`config.mk`:
```
export PLATFORM = sky130hd
export DESIGN_NAME = utf8_to_utf16_transcoder_core_flat
export DESIGN_NICKNAME = d
export VERILOG_FILES = /design/src/rtl/u8u16_pkg.sv /design/src/rtl/u8u16_in_if.sv /design/src/rtl/u8u16_out_if.sv /design/src/rtl/u8u16_front.sv /design/src/rtl/u8u16_queue.sv /design/src/rtl/u8u16_back.sv /design/src/rtl/utf8_to_utf16_transcoder_core.sv /design/src/flat_wrapper.sv
export SDC_FILE = /design/constraint.sdc
export NUM_CORES = 1
export LEC_CHECK = 0
export BUFFER_PORTS_ARGS = -buffer_cell sky130_fd_sc_hd__buf_2
export CORE_UTILIZATION = 52
export CTS_CLUSTER_DIAMETER = 100
export CTS_CLUSTER_SIZE = 24
export DETAILED_ROUTE_END_ITERATION = 8
export GPL_ROUTABILITY_DRIVEN = 1
export PLACE_DENSITY = 0.73
export SETUP_SLACK_MARGIN = 0.1
export SLEW_MARGIN = 10
export SYNTH_ARGS = -nofsm -noshare
export SYNTH_HDL_FRONTEND = slang
export SYNTH_HIERARCHICAL = 1
export SYNTH_SLANG_ARGS = --single-unit
```
`constraint.sdc`:
```
create_clock -name clk -period 5.6 [get_ports clk]
set_clock_uncertainty 0.05 [all_clocks]
set_input_delay 0.56 -clock clk [delete_from_list [all_inputs] [get_ports clk]]
set_output_delay 0.56 -clock clk [all_outputs]
set_load 0.02 [all_outputs]
```
`src/rtl/u8u16_pkg.sv`:
```
package u8u16_pkg;

	localparam int QUEUE_DEPTH = 2;

	localparam logic [15:0] UNIT_REPLACE = 16'hFFFD;
	localparam logic [20:0] SUPP_BASE    = 21'h010000;
	localparam logic [15:0] SURR_HIGH    = 16'hD800;
	localparam logic [15:0] SURR_LOW     = 16'hDC00;

	localparam logic [2:0] LEN_NONE  = 3'd0;
	localparam logic [2:0] LEN_ASCII = 3'd1;
	localparam logic [2:0] LEN_TWO   = 3'd2;
	localparam logic [2:0] LEN_THREE = 3'd3;
	localparam logic [2:0] LEN_FOUR  = 3'd4;

	// One input byte worth of output: rep_cnt replacement units first,
	// then tail_cnt units taken from unit0 and unit1.
	typedef struct packed {
		logic [2:0]  rep_cnt;
		logic [1:0]  tail_cnt;
		logic [15:0] unit0;
		logic [15:0] unit1;
		logic        fin;
	} unit_desc_t;

	// Sequence length from bits 7..3 of a lead byte.
	function automatic logic [2:0] seq_len(input logic [4:0] top5);
		logic [2:0] len;
		case (top5) inside
			[5'd0:5'd15]:  len = LEN_ASCII;
			[5'd24:5'd27]: len = LEN_TWO;
			[5'd28:5'd29]: len = LEN_THREE;
			5'd30:         len = LEN_FOUR;
			default:       len = LEN_NONE;
		endcase
		return len;
	endfunction

endpackage

```
`src/rtl/u8u16_in_if.sv`:
```
interface u8u16_in_if;
	logic       valid;
	logic       ready;
	logic [7:0] text_byte;
	logic       final_byte;

	modport source (output valid, output text_byte, output final_byte, input ready);
	modport sink (input valid, input text_byte, input final_byte, output ready);
endinterface

```
`src/rtl/u8u16_out_if.sv`:
```
interface u8u16_out_if;
	logic        valid;
	logic        ready;
	logic [15:0] code_unit;
	logic        run_end;
	logic        text_end;

	modport source (output valid, output code_unit, output run_end, output text_end,
		input ready);
	modport sink (input valid, input code_unit, input run_end, input text_end,
		output ready);
endinterface

```
`src/rtl/u8u16_front.sv`:
```
module u8u16_front (
	input  logic                  clk,
	input  logic                  arst_n,
	u8u16_in_if.sink              in_ch,
	input  logic                  queue_full,
	output logic                  push,
	output u8u16_pkg::unit_desc_t push_desc
);

	logic [2:0]  exp_len_q;
	logic [1:0]  gath_q;
	logic [20:0] pc_q;

	logic [2:0]  nxt_len;
	logic [1:0]  nxt_gath;
	logic [20:0] nxt_pc;
	logic [2:0]  rep;
	logic [1:0]  tail;
	logic [15:0] u0;
	logic [15:0] u1;
	logic        fresh;
	logic        is_cont;
	logic [2:0]  g;
	logic [20:0] new_pc;
	logic [20:0] v;
	logic [2:0]  len;
	logic        accept;

	assign in_ch.ready = !queue_full;
	assign accept      = in_ch.valid && in_ch.ready;
	assign is_cont     = in_ch.text_byte[7:6] == 2'b10;
	assign g           = {1'b0, gath_q} + 3'd1;
	assign new_pc      = {pc_q[14:0], in_ch.text_byte[5:0]};
	assign v           = new_pc - u8u16_pkg::SUPP_BASE;
	assign len         = u8u16_pkg::seq_len(in_ch.text_byte[7:3]);

	always_comb begin
		nxt_len  = exp_len_q;
		nxt_gath = gath_q;
		nxt_pc   = pc_q;
		rep      = 3'd0;
		tail     = 2'd0;
		u0       = '0;
		u1       = '0;
		fresh    = 1'b1;

		if (exp_len_q != u8u16_pkg::LEN_NONE) begin
			if (is_cont) begin
				fresh  = 1'b0;
				nxt_pc = new_pc;
				if (g >= exp_len_q) begin
					if (new_pc < u8u16_pkg::SUPP_BASE) begin
						tail = 2'd1;
						u0   = new_pc[15:0];
					end else begin
						tail = 2'd2;
						u0   = u8u16_pkg::SURR_HIGH + {5'd0, v[20:10]};
						u1   = u8u16_pkg::SURR_LOW + {6'd0, v[9:0]};
					end
					nxt_len  = u8u16_pkg::LEN_NONE;
					nxt_gath = 2'd0;
					nxt_pc   = '0;
				end else begin
					nxt_gath = g[1:0];
				end
			end else begin
				// interrupted: one replacement per collected byte
				rep      = {1'b0, gath_q};
				nxt_len  = u8u16_pkg::LEN_NONE;
				nxt_gath = 2'd0;
				nxt_pc   = '0;
			end
		end

		if (fresh) begin
			case (len)
				u8u16_pkg::LEN_NONE: begin
					rep = rep + 3'd1;
				end
				u8u16_pkg::LEN_ASCII: begin
					tail = 2'd1;
					u0   = {9'd0, in_ch.text_byte[6:0]};
				end
				u8u16_pkg::LEN_TWO: begin
					nxt_len  = len;
					nxt_gath = 2'd1;
					nxt_pc   = {16'd0, in_ch.text_byte[4:0]};
				end
				u8u16_pkg::LEN_THREE: begin
					nxt_len  = len;
					nxt_gath = 2'd1;
					nxt_pc   = {17'd0, in_ch.text_byte[3:0]};
				end
				default: begin
					nxt_len  = len;
					nxt_gath = 2'd1;
					nxt_pc   = {18'd0, in_ch.text_byte[2:0]};
				end
			endcase
		end

		// truncated text: flush what is still pending
		if (in_ch.final_byte && nxt_len != u8u16_pkg::LEN_NONE) begin
			rep      = rep + {1'b0, nxt_gath};
			nxt_len  = u8u16_pkg::LEN_NONE;
			nxt_gath = 2'd0;
			nxt_pc   = '0;
		end
	end

	assign push               = accept && (rep != 3'd0 || tail != 2'd0);
	assign push_desc.rep_cnt  = rep;
	assign push_desc.tail_cnt = tail;
	assign push_desc.unit0    = u0;
	assign push_desc.unit1    = u1;
	assign push_desc.fin      = in_ch.final_byte;

	always_ff @(posedge clk or negedge arst_n) begin
		if (!arst_n) begin
			exp_len_q <= u8u16_pkg::LEN_NONE;
			gath_q    <= 2'd0;
			pc_q      <= '0;
		end else if (accept) begin
			exp_len_q <= nxt_len;
			gath_q    <= nxt_gath;
			pc_q      <= nxt_pc;
		end
	end

endmodule

```
`src/rtl/u8u16_queue.sv`:
```
module u8u16_queue #(
	parameter int DEPTH = u8u16_pkg::QUEUE_DEPTH
) (
	input  logic                  clk,
	input  logic                  arst_n,
	input  logic                  push,
	input  u8u16_pkg::unit_desc_t push_desc,
	input  logic                  pop,
	output logic                  full,
	output logic                  not_empty,
	output u8u16_pkg::unit_desc_t head
);

	localparam int AW = (DEPTH > 1) ? $clog2(DEPTH) : 1;
	localparam int CW = $clog2(DEPTH + 1);

	u8u16_pkg::unit_desc_t slot_q [DEPTH];
	logic [AW-1:0] wr_q;
	logic [AW-1:0] rd_q;
	logic [CW-1:0] cnt_q;

	assign full      = cnt_q == CW'(DEPTH);
	assign not_empty = cnt_q != '0;
	assign head      = slot_q[rd_q];

	always_ff @(posedge clk) begin
		if (push) begin
			slot_q[wr_q] <= push_desc;
		end
	end

	always_ff @(posedge clk or negedge arst_n) begin
		if (!arst_n) begin
			wr_q  <= '0;
			rd_q  <= '0;
			cnt_q <= '0;
		end else begin
			if (push) begin
				wr_q <= (wr_q == AW'(DEPTH - 1)) ? '0 : wr_q + AW'(1);
			end
			if (pop) begin
				rd_q <= (rd_q == AW'(DEPTH - 1)) ? '0 : rd_q + AW'(1);
			end
			if (push && !pop) begin
				cnt_q <= cnt_q + CW'(1);
			end else if (pop && !push) begin
				cnt_q <= cnt_q - CW'(1);
			end
		end
	end

endmodule

```
`src/rtl/u8u16_back.sv`:
```
module u8u16_back (
	input  logic                  clk,
	input  logic                  arst_n,
	input  logic                  head_valid,
	input  u8u16_pkg::unit_desc_t head,
	output logic                  pop,
	u8u16_out_if.source           out_ch
);

	logic [1:0]  pos_q;
	logic        valid_q;
	logic [15:0] code_q;
	logic        run_end_q;
	logic        text_end_q;

	logic [2:0]  total;
	logic [2:0]  sel;
	logic        last;
	logic        load;
	logic [15:0] cur_unit;

	assign total = head.rep_cnt + {1'b0, head.tail_cnt};
	assign sel   = {1'b0, pos_q} - head.rep_cnt;
	assign last  = ({1'b0, pos_q} + 3'd1) == total;
	assign load  = head_valid && (!valid_q || out_ch.ready);
	assign pop   = load && last;

	always_comb begin
		if ({1'b0, pos_q} < head.rep_cnt) begin
			cur_unit = u8u16_pkg::UNIT_REPLACE;
		end else if (sel[0]) begin
			cur_unit = head.unit1;
		end else begin
			cur_unit = head.unit0;
		end
	end

	always_ff @(posedge clk or negedge arst_n) begin
		if (!arst_n) begin
			valid_q <= 1'b0;
			pos_q   <= 2'd0;
		end else begin
			if (load) begin
				valid_q <= 1'b1;
				pos_q   <= last ? 2'd0 : pos_q + 2'd1;
			end else if (out_ch.ready) begin
				valid_q <= 1'b0;
			end
		end
	end

	always_ff @(posedge clk) begin
		if (load) begin
			code_q     <= cur_unit;
			run_end_q  <= last;
			text_end_q <= head.fin;
		end
	end

	assign out_ch.valid     = valid_q;
	assign out_ch.code_unit = code_q;
	assign out_ch.run_end   = run_end_q;
	assign out_ch.text_end  = text_end_q;

endmodule

```
`src/rtl/utf8_to_utf16_transcoder_core.sv`:
```
// channel  | role   | payload
// in_ch    | sink   | text_byte[7:0], final_byte
// out_ch   | source | code_unit[15:0], run_end, text_end
//
// One byte is taken per cycle while the queue has room; each byte yields zero
// to four units, sent one per cycle from the output register while out_ch is
// ready. The descriptor queue (QUEUE_DEPTH entries) lets the front
// keep taking bytes while the back end drains a burst or out_ch stalls.
// in_ch.ready drops only when the queue is full. Reset clears the pending
// sequence, the queue and the output register; no clearing pass is needed.
module utf8_to_utf16_transcoder_core #(
	parameter int QUEUE_DEPTH = u8u16_pkg::QUEUE_DEPTH
) (
	input  logic        clk,
	input  logic        arst_n,
	u8u16_in_if.sink    in_ch,
	u8u16_out_if.source out_ch
);

	logic                  push;
	logic                  pop;
	logic                  queue_full;
	logic                  head_valid;
	u8u16_pkg::unit_desc_t push_desc;
	u8u16_pkg::unit_desc_t head;

	u8u16_front u_front (
		.clk        (clk),
		.arst_n     (arst_n),
		.in_ch      (in_ch),
		.queue_full (queue_full),
		.push       (push),
		.push_desc  (push_desc)
	);

	u8u16_queue #(
		.DEPTH (QUEUE_DEPTH)
	) u_queue (
		.clk       (clk),
		.arst_n    (arst_n),
		.push      (push),
		.push_desc (push_desc),
		.pop       (pop),
		.full      (queue_full),
		.not_empty (head_valid),
		.head      (head)
	);

	u8u16_back u_back (
		.clk        (clk),
		.arst_n     (arst_n),
		.head_valid (head_valid),
		.head       (head),
		.pop        (pop),
		.out_ch     (out_ch)
	);

endmodule

```
`src/flat_wrapper.sv`:
```
// flat-port wrapper written by rule: the top's interface ports become plain ports
module utf8_to_utf16_transcoder_core_flat 
#(
	parameter int QUEUE_DEPTH = u8u16_pkg::QUEUE_DEPTH
)
  (clk, arst_n, in_ch_valid, in_ch_text_byte, in_ch_final_byte, in_ch_ready, out_ch_valid, out_ch_code_unit, out_ch_run_end, out_ch_text_end, out_ch_ready);
  u8u16_in_if in_ch_i ();
  u8u16_out_if out_ch_i ();
  input  logic clk;
  input  logic arst_n;
  input wire logic [$bits(in_ch_i.valid)-1:0] in_ch_valid;
  input wire logic [$bits(in_ch_i.text_byte)-1:0] in_ch_text_byte;
  input wire logic [$bits(in_ch_i.final_byte)-1:0] in_ch_final_byte;
  output wire logic [$bits(in_ch_i.ready)-1:0] in_ch_ready;
  output wire logic [$bits(out_ch_i.valid)-1:0] out_ch_valid;
  output wire logic [$bits(out_ch_i.code_unit)-1:0] out_ch_code_unit;
  output wire logic [$bits(out_ch_i.run_end)-1:0] out_ch_run_end;
  output wire logic [$bits(out_ch_i.text_end)-1:0] out_ch_text_end;
  input wire logic [$bits(out_ch_i.ready)-1:0] out_ch_ready;
  assign in_ch_i.valid = in_ch_valid;
  assign in_ch_i.text_byte = in_ch_text_byte;
  assign in_ch_i.final_byte = in_ch_final_byte;
  assign in_ch_ready = in_ch_i.ready;
  assign out_ch_valid = out_ch_i.valid;
  assign out_ch_code_unit = out_ch_i.code_unit;
  assign out_ch_run_end = out_ch_i.run_end;
  assign out_ch_text_end = out_ch_i.text_end;
  assign out_ch_i.ready = out_ch_ready;
  utf8_to_utf16_transcoder_core #(.QUEUE_DEPTH(QUEUE_DEPTH)) u_core (.clk(clk), .arst_n(arst_n), .in_ch(in_ch_i), .out_ch(out_ch_i));
endmodule
```
==> results of run 1 <==
==> Yosys cell counts (10+ instances only) <==
master | number | area, sq um
a22o_1 | 19 | 166
edfxtp_1 | 94 | 2820
nand2_1 | 36 | 135
ha_1 | 12 | 150
mux2_4 | 10 | 150
dfrtp_1 | 27 | 676
o21ai_0 | 10 | 50.1
mux2_2 | 29 | 327
mux2i_1 | 19 | 190
nor2_1 | 17 | 63.8
inv_1 | 18 | 67.6
and2_1 | 15 | 93.8
==> through the flow <==
| stage | power, uW | instance area (sq um) | utilization [%] |
|---|---|---|---|
| floorplan | 2220 | 5610 | - |
| global placement | 2440 | 5840 | 56.0 |
| detailed placement | 2460 | 5840 | 56.0 |
| CTS | 3430 | 6360 | 61.0 |
| global route | 3580 | 6360 | 61.0 |
| finish | 3400 | 6360 | 61.0 |
==> flip-flops by register name (all words and copies together), names as in the netlist <==
register,flops
u_core/u_back/out_ch.valid,1
u_core/u_queue/wr_q,1
u_core/u_front/pc_q,15
u_core/u_queue/cnt_q,2
u_core/u_front/gath_q,2
u_core/u_queue/slot_q,76
u_core/u_back/out_ch.text_end,1
u_core/u_back/out_ch.run_end,1
u_core/u_back/out_ch.code_unit,16
u_core/u_front/exp_len_q,3
u_core/u_back/pos_q,2
u_core/u_queue/rd_q,1
==> power by group through the flow <==
| stage | Sequential [uW] | Combinational (uW) | Clock (uW) |
|---|---|---|---|
| 2_1_floorplan | 1390 | 829 | 0 |
| 6_report | 1350 | 1100 | 954 |
| 3_5_place_dp | 1370 | 1100 | 0 |
| 4_1_cts | 1350 | 1110 | 967 |
| 5_1_grt | 1370 | 1210 | 1000 |
| 3_3_place_gp | 1360 | 1080 | 0 |
==> per-layer routing <==
metal | track usage [%] | up-vias | routed length (um)
met5 | 0 | - | 0
met4 | 7.04 | 0 | 93
met3 | 5.52 | 10 | 403
met2 | 33.2 | 79 | 5080
met1 | 25.3 | 1628 | 4510
li1 | - | 1540 | -
==> final cells by class <==
| type | count | area, sq um | area share, % |
|---|---|---|---|
| inverter | 18 | 67.6 | 1.06 |
| multi-input combinational | 240 | 1920 | 30.2 |
| clock buffer | 22 | 443 | 6.97 |
| clock inverter | 10 | 78.8 | 1.24 |
| timing repair buffer | 35 | 183 | 2.87 |
| tap | 136 | 170 | 2.68 |
| sequential | 121 | 3500 | 55.0 |
==> logic make-up after synthesis <==
family / Yosys count
AOI/OAI and AO/OA: 56
xor gates and xnor gates: 9
adders and majority gates: 14
buffers and inverters: 39
DFF: 121
muxes: 58
other: 1
and+or+nand+nor: 102
==> worst max-delay path by stage <==
stage,start,end,cells past startpoint
floorplan,u_core/u_front/gath_q[0],u_core/u_queue/slot_q[0][0],14
global placement,u_core/u_front/gath_q[0],u_core/u_queue/slot_q[0][14],15
detailed placement,u_core/u_front/gath_q[0],u_core/u_queue/slot_q[0][14],15
CTS,u_core/u_front/gath_q[0],u_core/u_queue/slot_q[0][18],15
global route,u_core/u_front/gath_q[0],u_core/u_queue/slot_q[0][20],15
finish,u_core/u_front/gath_q[0],u_core/u_queue/slot_q[0][20],15
==> critical path, cell delays in order, from the launching register on <==
cell and delay [ns]:
dfrtp_1 0.45, ha_1 0.35, ha_1 0.19, a21oi_1 0.18, o21a_1 0.30, nand3_1 0.18
o21ai_0 0.25, a21o_1 0.12, ha_1 0.13, inv_1 0.05, fa_1 0.45, nand2_1 0.09
nor3_1 0.04, a311oi_1 0.52, nor2b_4 0.24, buf_4 0.43
==> run_results.csv, run 1 <==
group,metric,value,unit
synthesis,synth_compound_area_share,7.87,%
layout,drive_gt1_share,24.7,%
clock_network,cts_tree,"yes",
placed_design,gp_congestion,0.814,
sta,hold_viol,0,
clock_network,ctsHtreeMaxLevel,4,
floorplan,rows,37,
synthesis,synthCells,400,
synthesis,synthFlopType,"edfxtp_1",
layout,fillers,787,
worst_setup_path,worstReg2RegStart,"u_core/u_front/gath_q[0]",
clock_network,clk_pin_slew_worst_paths,0.05,ns
worst_setup_path,end_kind,"flip-flop",
pwr,power.sequential.fraction,39.6,%
sta,timing.hold.ws,0.0186,ns
placed_design,place_inst,550,
pwr,p_int,2300,uW
synthesis,synth_warnings,6,
pwr,power.density,535,nW/um^2
synthesis,avgSynthCellArea,14.0,sq um
layout,nets,460,
synthesis,ys_seq_area_share,62.3,%
synthesis,ys_types,51,
floorplan,die_w,106,um
clock_network,clock_sinks,121,
hold_path,hold_path.class,"in2async",
detailed_routing,vias,3257,
layout,final_common_cell,"edfxtp_1",
detailed_routing,drt_iter0_drc,214,
sta,tightest_slew,1.08,ns
global_route,antenna_found_initial,0,
floorplan,initial_core_util,53.9,%
global_route,grt_start_max_net_pins,39,
synthesis,synthXorXnorAreaFrac,1.65,%
pwr,leakage,0.00246,uW
global_route,grt_pass1_vias,3349,
floorplan,die_area,11200,sq um
layout,n_antenna_cell,0,
pwr,swShare,32.3,%
worst_setup_path,reg2reg_depth,15,
worst_setup_path,cp_data_arrival_time,4.52,ns
floorplan,ios,33,
layout,syn_to_final_growth,13.3,%
detailed_routing,dr.pass1.iters,5,
detailed_routing,wl,10.1,mm
sta,maxSlewHeadroom,28.0,%
clock_network,clk_latency,0.51,ns
sta,setup_ws,1.18,ns
synthesis,async_flop_share,22.3,%
synthesis,syn_nets,427,
sta,setup_tns,0,ns
synthesis,synthAdderAreaFrac,3.39,%
sta,layout_min_cycle_time,4.42,ns
run_status,status,"finished clean",
clock_network,cts_resized,0,
sta,setup_viol,0,
synthesis,synth_area,5610,sq um
clock_network,numCtsBuffers,17,
flow_run,cap_viol_max_count,0,
placed_design,pre_cts_slack,1.20,ns
detailed_routing,wl_per_cell,17.3,um
sta,min_period_over_period,79.0,%
pwr,power_frac_clock,28.0,%
synthesis,synthSimpleGateAreaFrac,9.12,%
sta,clock.fmax,226,MHz
detailed_routing,drtAntennaViolNets,0,
floorplan,die_h,106,um
worst_setup_path,reg2reg_slack,1.18,ns
clock_network,clockBufferDepth,2,
worst_setup_path,path_class,"reg2reg",
layout,fin_cells,582,
detailed_routing,drt-vias-per-instance,5.60,
layout,layout_common_cells,"94 x edfxtp_1, 36 x nand2_1, 32 x buf_2",
synthesis,synth_seq_cells,121,
global_route,grt_first_pass_wirelength,16.8,mm
placed_design,hpwl,6.38,mm
sta,report.final.slew_viol_count,0,
detailed_routing,drc,0,
synthesis,synth_edf_count,94,
global_route,grt_overflow,0,
synthesis,synth_top_family_by_area,"multiplexers",
pwr,p_comb_share,32.3,%
clock_network,post-cts-setup-buffers,0,
floorplan,core,10400,sq um
clock_network,hold_buffers,0,
pwr,p_switching,1100,uW
worst_setup_path,worstSetupStartpointType,"flip-flop",
worst_setup_path,cp.required,5.70,ns
global_route,grt_use_total,20.0,%
worst_setup_path,cp_max_fo,38,
synthesis,muxShareOfSynthArea,11.9,%
clock_network,cts_root_buf,"clkbuf_8",
pwr,ir_drop,0.283,mV
sta,rsz0062_at_grt,"false",
worst_setup_path,crit-reg2reg-capture,"u_core/u_queue/slot_q[0][20]",
placed_design,portBuffers,32,
No activity file was read; power rests on OpenSTA's default activity.
==> run 2: changes to the inputs <==
--- a/config.mk
+++ b/config.mk
@@ -5,6 +5,7 @@
 export SDC_FILE = /design/constraint.sdc
 export NUM_CORES = 1
 export LEC_CHECK = 0
+export ABC_AREA = 1
 export BUFFER_PORTS_ARGS = -buffer_cell sky130_fd_sc_hd__buf_2
 export CORE_UTILIZATION = 52
 export CTS_CLUSTER_DIAMETER = 100
==> constraint.sdc (replaced) <==
create_clock -name clk -period 3.8 [get_ports clk]
set_clock_uncertainty 0.05 [all_clocks]
set_input_delay 0.38 -clock clk [delete_from_list [all_inputs] [get_ports clk]]
set_output_delay 0.38 -clock clk [all_outputs]
set_load 0.02 [all_outputs]
==> run 2 against run 1 <==
  * Routed wire length rose by 22%
  * Total power up 68%
  * Sequential share of layout area down 4.2 points
  * Sequential power rose by 51%
  * Die area rose by 4.4%
  * Worst hold slack improved by 0.055 ns
  * Sequential cell count unchanged
  * Maximum frequency is 25% higher
  * Clock power up 52%
  * Register-to-register slack got worse by 0.93 ns
==> run_results.csv, run 2 <==
group,metric,value,unit
worst_setup_path,cp_data_arrival_time,3.78,ns
placed_design,gp_congestion,0.881,
placed_design,placed_area,6130,sq um
global_route,grt_pass1_vias,3921,
clock_network,cts_tree,"yes",
layout,layout_common_cells,"94 x edfxtp_1, 92 x nand2_1, 53 x inv_1",
placed_design,hpwl,7.74,mm
clock_network,ctsHtreeMaxLevel,4,
clock_network,clk_latency,0.52,ns
worst_setup_path,crit_chain,"ha_4, ha_4, nand2_2, nor2_2, nor2_2, nand2_1, nor2_2, o21ai_1, nand2_1, ha_2, inv_2, fa_1, nand3_1, nand2_1, nand2_1, nor2_1, nor2_2, nand2_2, clkinvlp_4, clkbuf_16",
global_route,grt_start_max_net_pins,39,
sta,clock.fmax,282,MHz
detailed_routing,drc,0,
sta,setup_viol,0,
layout,syn_to_final_growth,17.5,%
worst_setup_path,crit_family,"adder cells",
worst_setup_path,cp_max_fo,7,
detailed_routing,dr.pass1.iters,5,
synthesis,synth.area.top_cells,"edfxtp_1 48%, dfrtp_1 12%, nand2_1 6.0%",
global_route,grt_use_met2,35.2,%
floorplan,initial_core_util,53.8,%
synthesis,ys_seq_area_share,59.7,%
floorplan,die_h,108,um
synthesis,synth_top_cell_area_share,48.2,%
floorplan,core,10900,sq um
synthesis,synthCells,515,
layout,final_area,6890,sq um
clock_network,numCtsBuffers,17,
layout,regMostFlops,"u_core/u_queue/slot_q",
global_route,grt_overflow,0,
synthesis,syn_nets,542,
floorplan,die_area,11700,sq um
detailed_routing,drtAntennaViolNets,0,
synthesis,synth_seq_cells,121,
hold_path,hold_path.class,"in2reg",
layout,largest_reg_flops,76,
floorplan,ios,33,
sta,maxSlewHeadroom,50.2,%
clock_network,clk_pin_slew_worst_paths,0.06,ns
clock_network,clockBufferDepth,2,
layout,drive_gt1_share,28.1,%
sta,report.final.slew_viol_count,0,
sta,layout_min_cycle_time,3.55,ns
global_route,grt_first_pass_wirelength,18.9,mm
global_route,grt_use_total,21.8,%
detailed_routing,wl_per_cell,17.2,um
sta,hold_viol,0,
synthesis,synth_common_cells,"94 x edfxtp_1, 94 x nand2_1, 57 x inv_1",
synthesis,synth_top_cell_by_area,"edfxtp_1",
detailed_routing,wl,12.3,mm
detailed_routing,drt-vias-per-instance,5.59,
layout,n_antenna_cell,0,
worst_setup_path,cp.required,4.03,ns
worst_setup_path,path_class,"reg2reg",
sta,min_period_over_period,93.4,%
sta,rsz0062_at_grt,"true",
synthesis,synth_area,5860,sq um
synthesis,avgSynthCellArea,11.4,sq um
layout,final_common_cell,"edfxtp_1",
layout,nets,590,
global_route,grt-busiest-layer,"met2",
run_status,status,"finished clean",
synthesis,synth_warnings,6,
sta,tightest_slew,0.746,ns
synthesis,synth_edf_count,94,
clock_network,clock_sinks,121,
sta,setup_tns,0,ns
worst_setup_path,cpPeakStageDelay,0.47,ns
worst_setup_path,end_kind,"flip-flop",
placed_design,portBuffers,32,
worst_setup_path,cpMaxStageDelayCell,"fa_1",
synthesis,synthFlopType,"edfxtp_1",
synthesis,async_flop_share,22.3,%
floorplan,rows,38,
detailed_routing,drt_iter0_drc,208,
clock_network,cts_root_buf,"clkbuf_8",
layout,fillers,802,
worst_setup_path,path_buf_inv,3,
global_route,antenna_found_initial,0,
pwr,leakage,0.00276,uW
worst_setup_path,worstSetupStartpointType,"flip-flop",
global_route,use_met3,6.99,%
flow_run,cap_viol_max_count,0,
detailed_routing,vias,4006,
floorplan,die_w,108,um
global_route,met1_usage,27.2,%
pwr,ir_drop,0.451,mV
pwr,power.density,830,nW/um^2
synthesis,ys_types,40,
[run 2: changes by cell type after synthesis, moves of 14 or more]
cell and delta:
nand3_1 +32, inv_1 +39, nand2_1 +58, o22ai_1 +14
nor2_1 +14, a22o_1 -19, and2_1 -15, mux2i_1 -19
[run 2: kinds of logic (layout without fill, tap and decap cells)]
group	Yosys count	after routing	synth area share [%]
AOI/OAI and AO/OA	62	62	6.94
xor gates and xnor gates	4	4	0.598
adders and majority gates	14	14	3.24
buffers and inverters	90	151	7.15
DFF	121	121	59.7
muxes	38	38	7.94
other	1	1	0.0640
and+or+nand+nor	185	185	14.4
[run 2: path summary, 6_finish.rpt]
kind,cells past startpoint,start,slack [ns],end
setup / recovery,20,u_core/u_front/gath_q[0],0.25,u_core/u_queue/slot_q[1][27]
hold / removal,4,out_ch_ready,0.07,u_core/u_back/out_ch.valid
setup reg to reg,20,u_core/u_front/gath_q[0],0.25,u_core/u_queue/slot_q[1][27]
hold reg to reg,2,u_core/u_queue/cnt_q[1],0.44,u_core/u_queue/cnt_q[1]
max in group asynchronous,2,arst_n,2.90,u_core/u_front/pc_q[3]
min in group asynchronous,2,arst_n,0.37,u_core/u_front/gath_q[0]
[run 2: layout make-up]
type                       count  area [sq um]  share of cell area [%]
timing repair buffer          51           394                    5.72
multi-input combinational    304          2020                    29.3
inverter                      68           260                    3.78
clock buffer                  18           418                    6.07
sequential                   121          3500                    50.8
tap                          140           175                    2.54
clock inverter                14           123                    1.78
[run 2: metal layers]
| metal | up-vias | wire length [um] |
|---|---|---|
| met5 | - | 0 |
| met3 | 22 | 704 |
| met1 | 1959 | 5160 |
| li1 | 1883 | - |
| met4 | 0 | 174 |
| met2 | 142 | 6260 |
[run 2: what timing repair did]
item                                    CTS  global route
setup buffers                             0             5
endpoints found under the setup margin    0            77
hold buffers                              1             0
endpoints found under the hold margin    27             0
resized for setup                         0            11
[run 2: tightest hold or removal path: stages]
cell	delay, ns
buf_2	0.07
inv_1	0.03
nand2_1	0.06
nand2_1	0.06
[run 2: where the power goes]
part           total (uW)  leakage (uW)  internal [uW]  switching, uW
Combinational        2230       0.00127            847           1380
Sequential           2040       0.00123           1910            131
Clock                1450      0.000256            867            581
Total                5720       0.00276           3620           2100
[run 2: metrics by stage]
stage	power (uW)	std cells	setup WS, ns	util, %	hold slack [ns]
3_3_place_gp	4020	672	0.268	56.3	0.387
6_report	5720	716	0.251	63.3	0.0735
3_5_place_dp	4100	672	0.193	56.3	0.392
5_1_grt	6060	716	0.0662	63.3	0.0605
4_1_cts	5560	705	0.158	61.3	0.0490
2_1_floorplan	3600	515	0.0649	-	0.0344
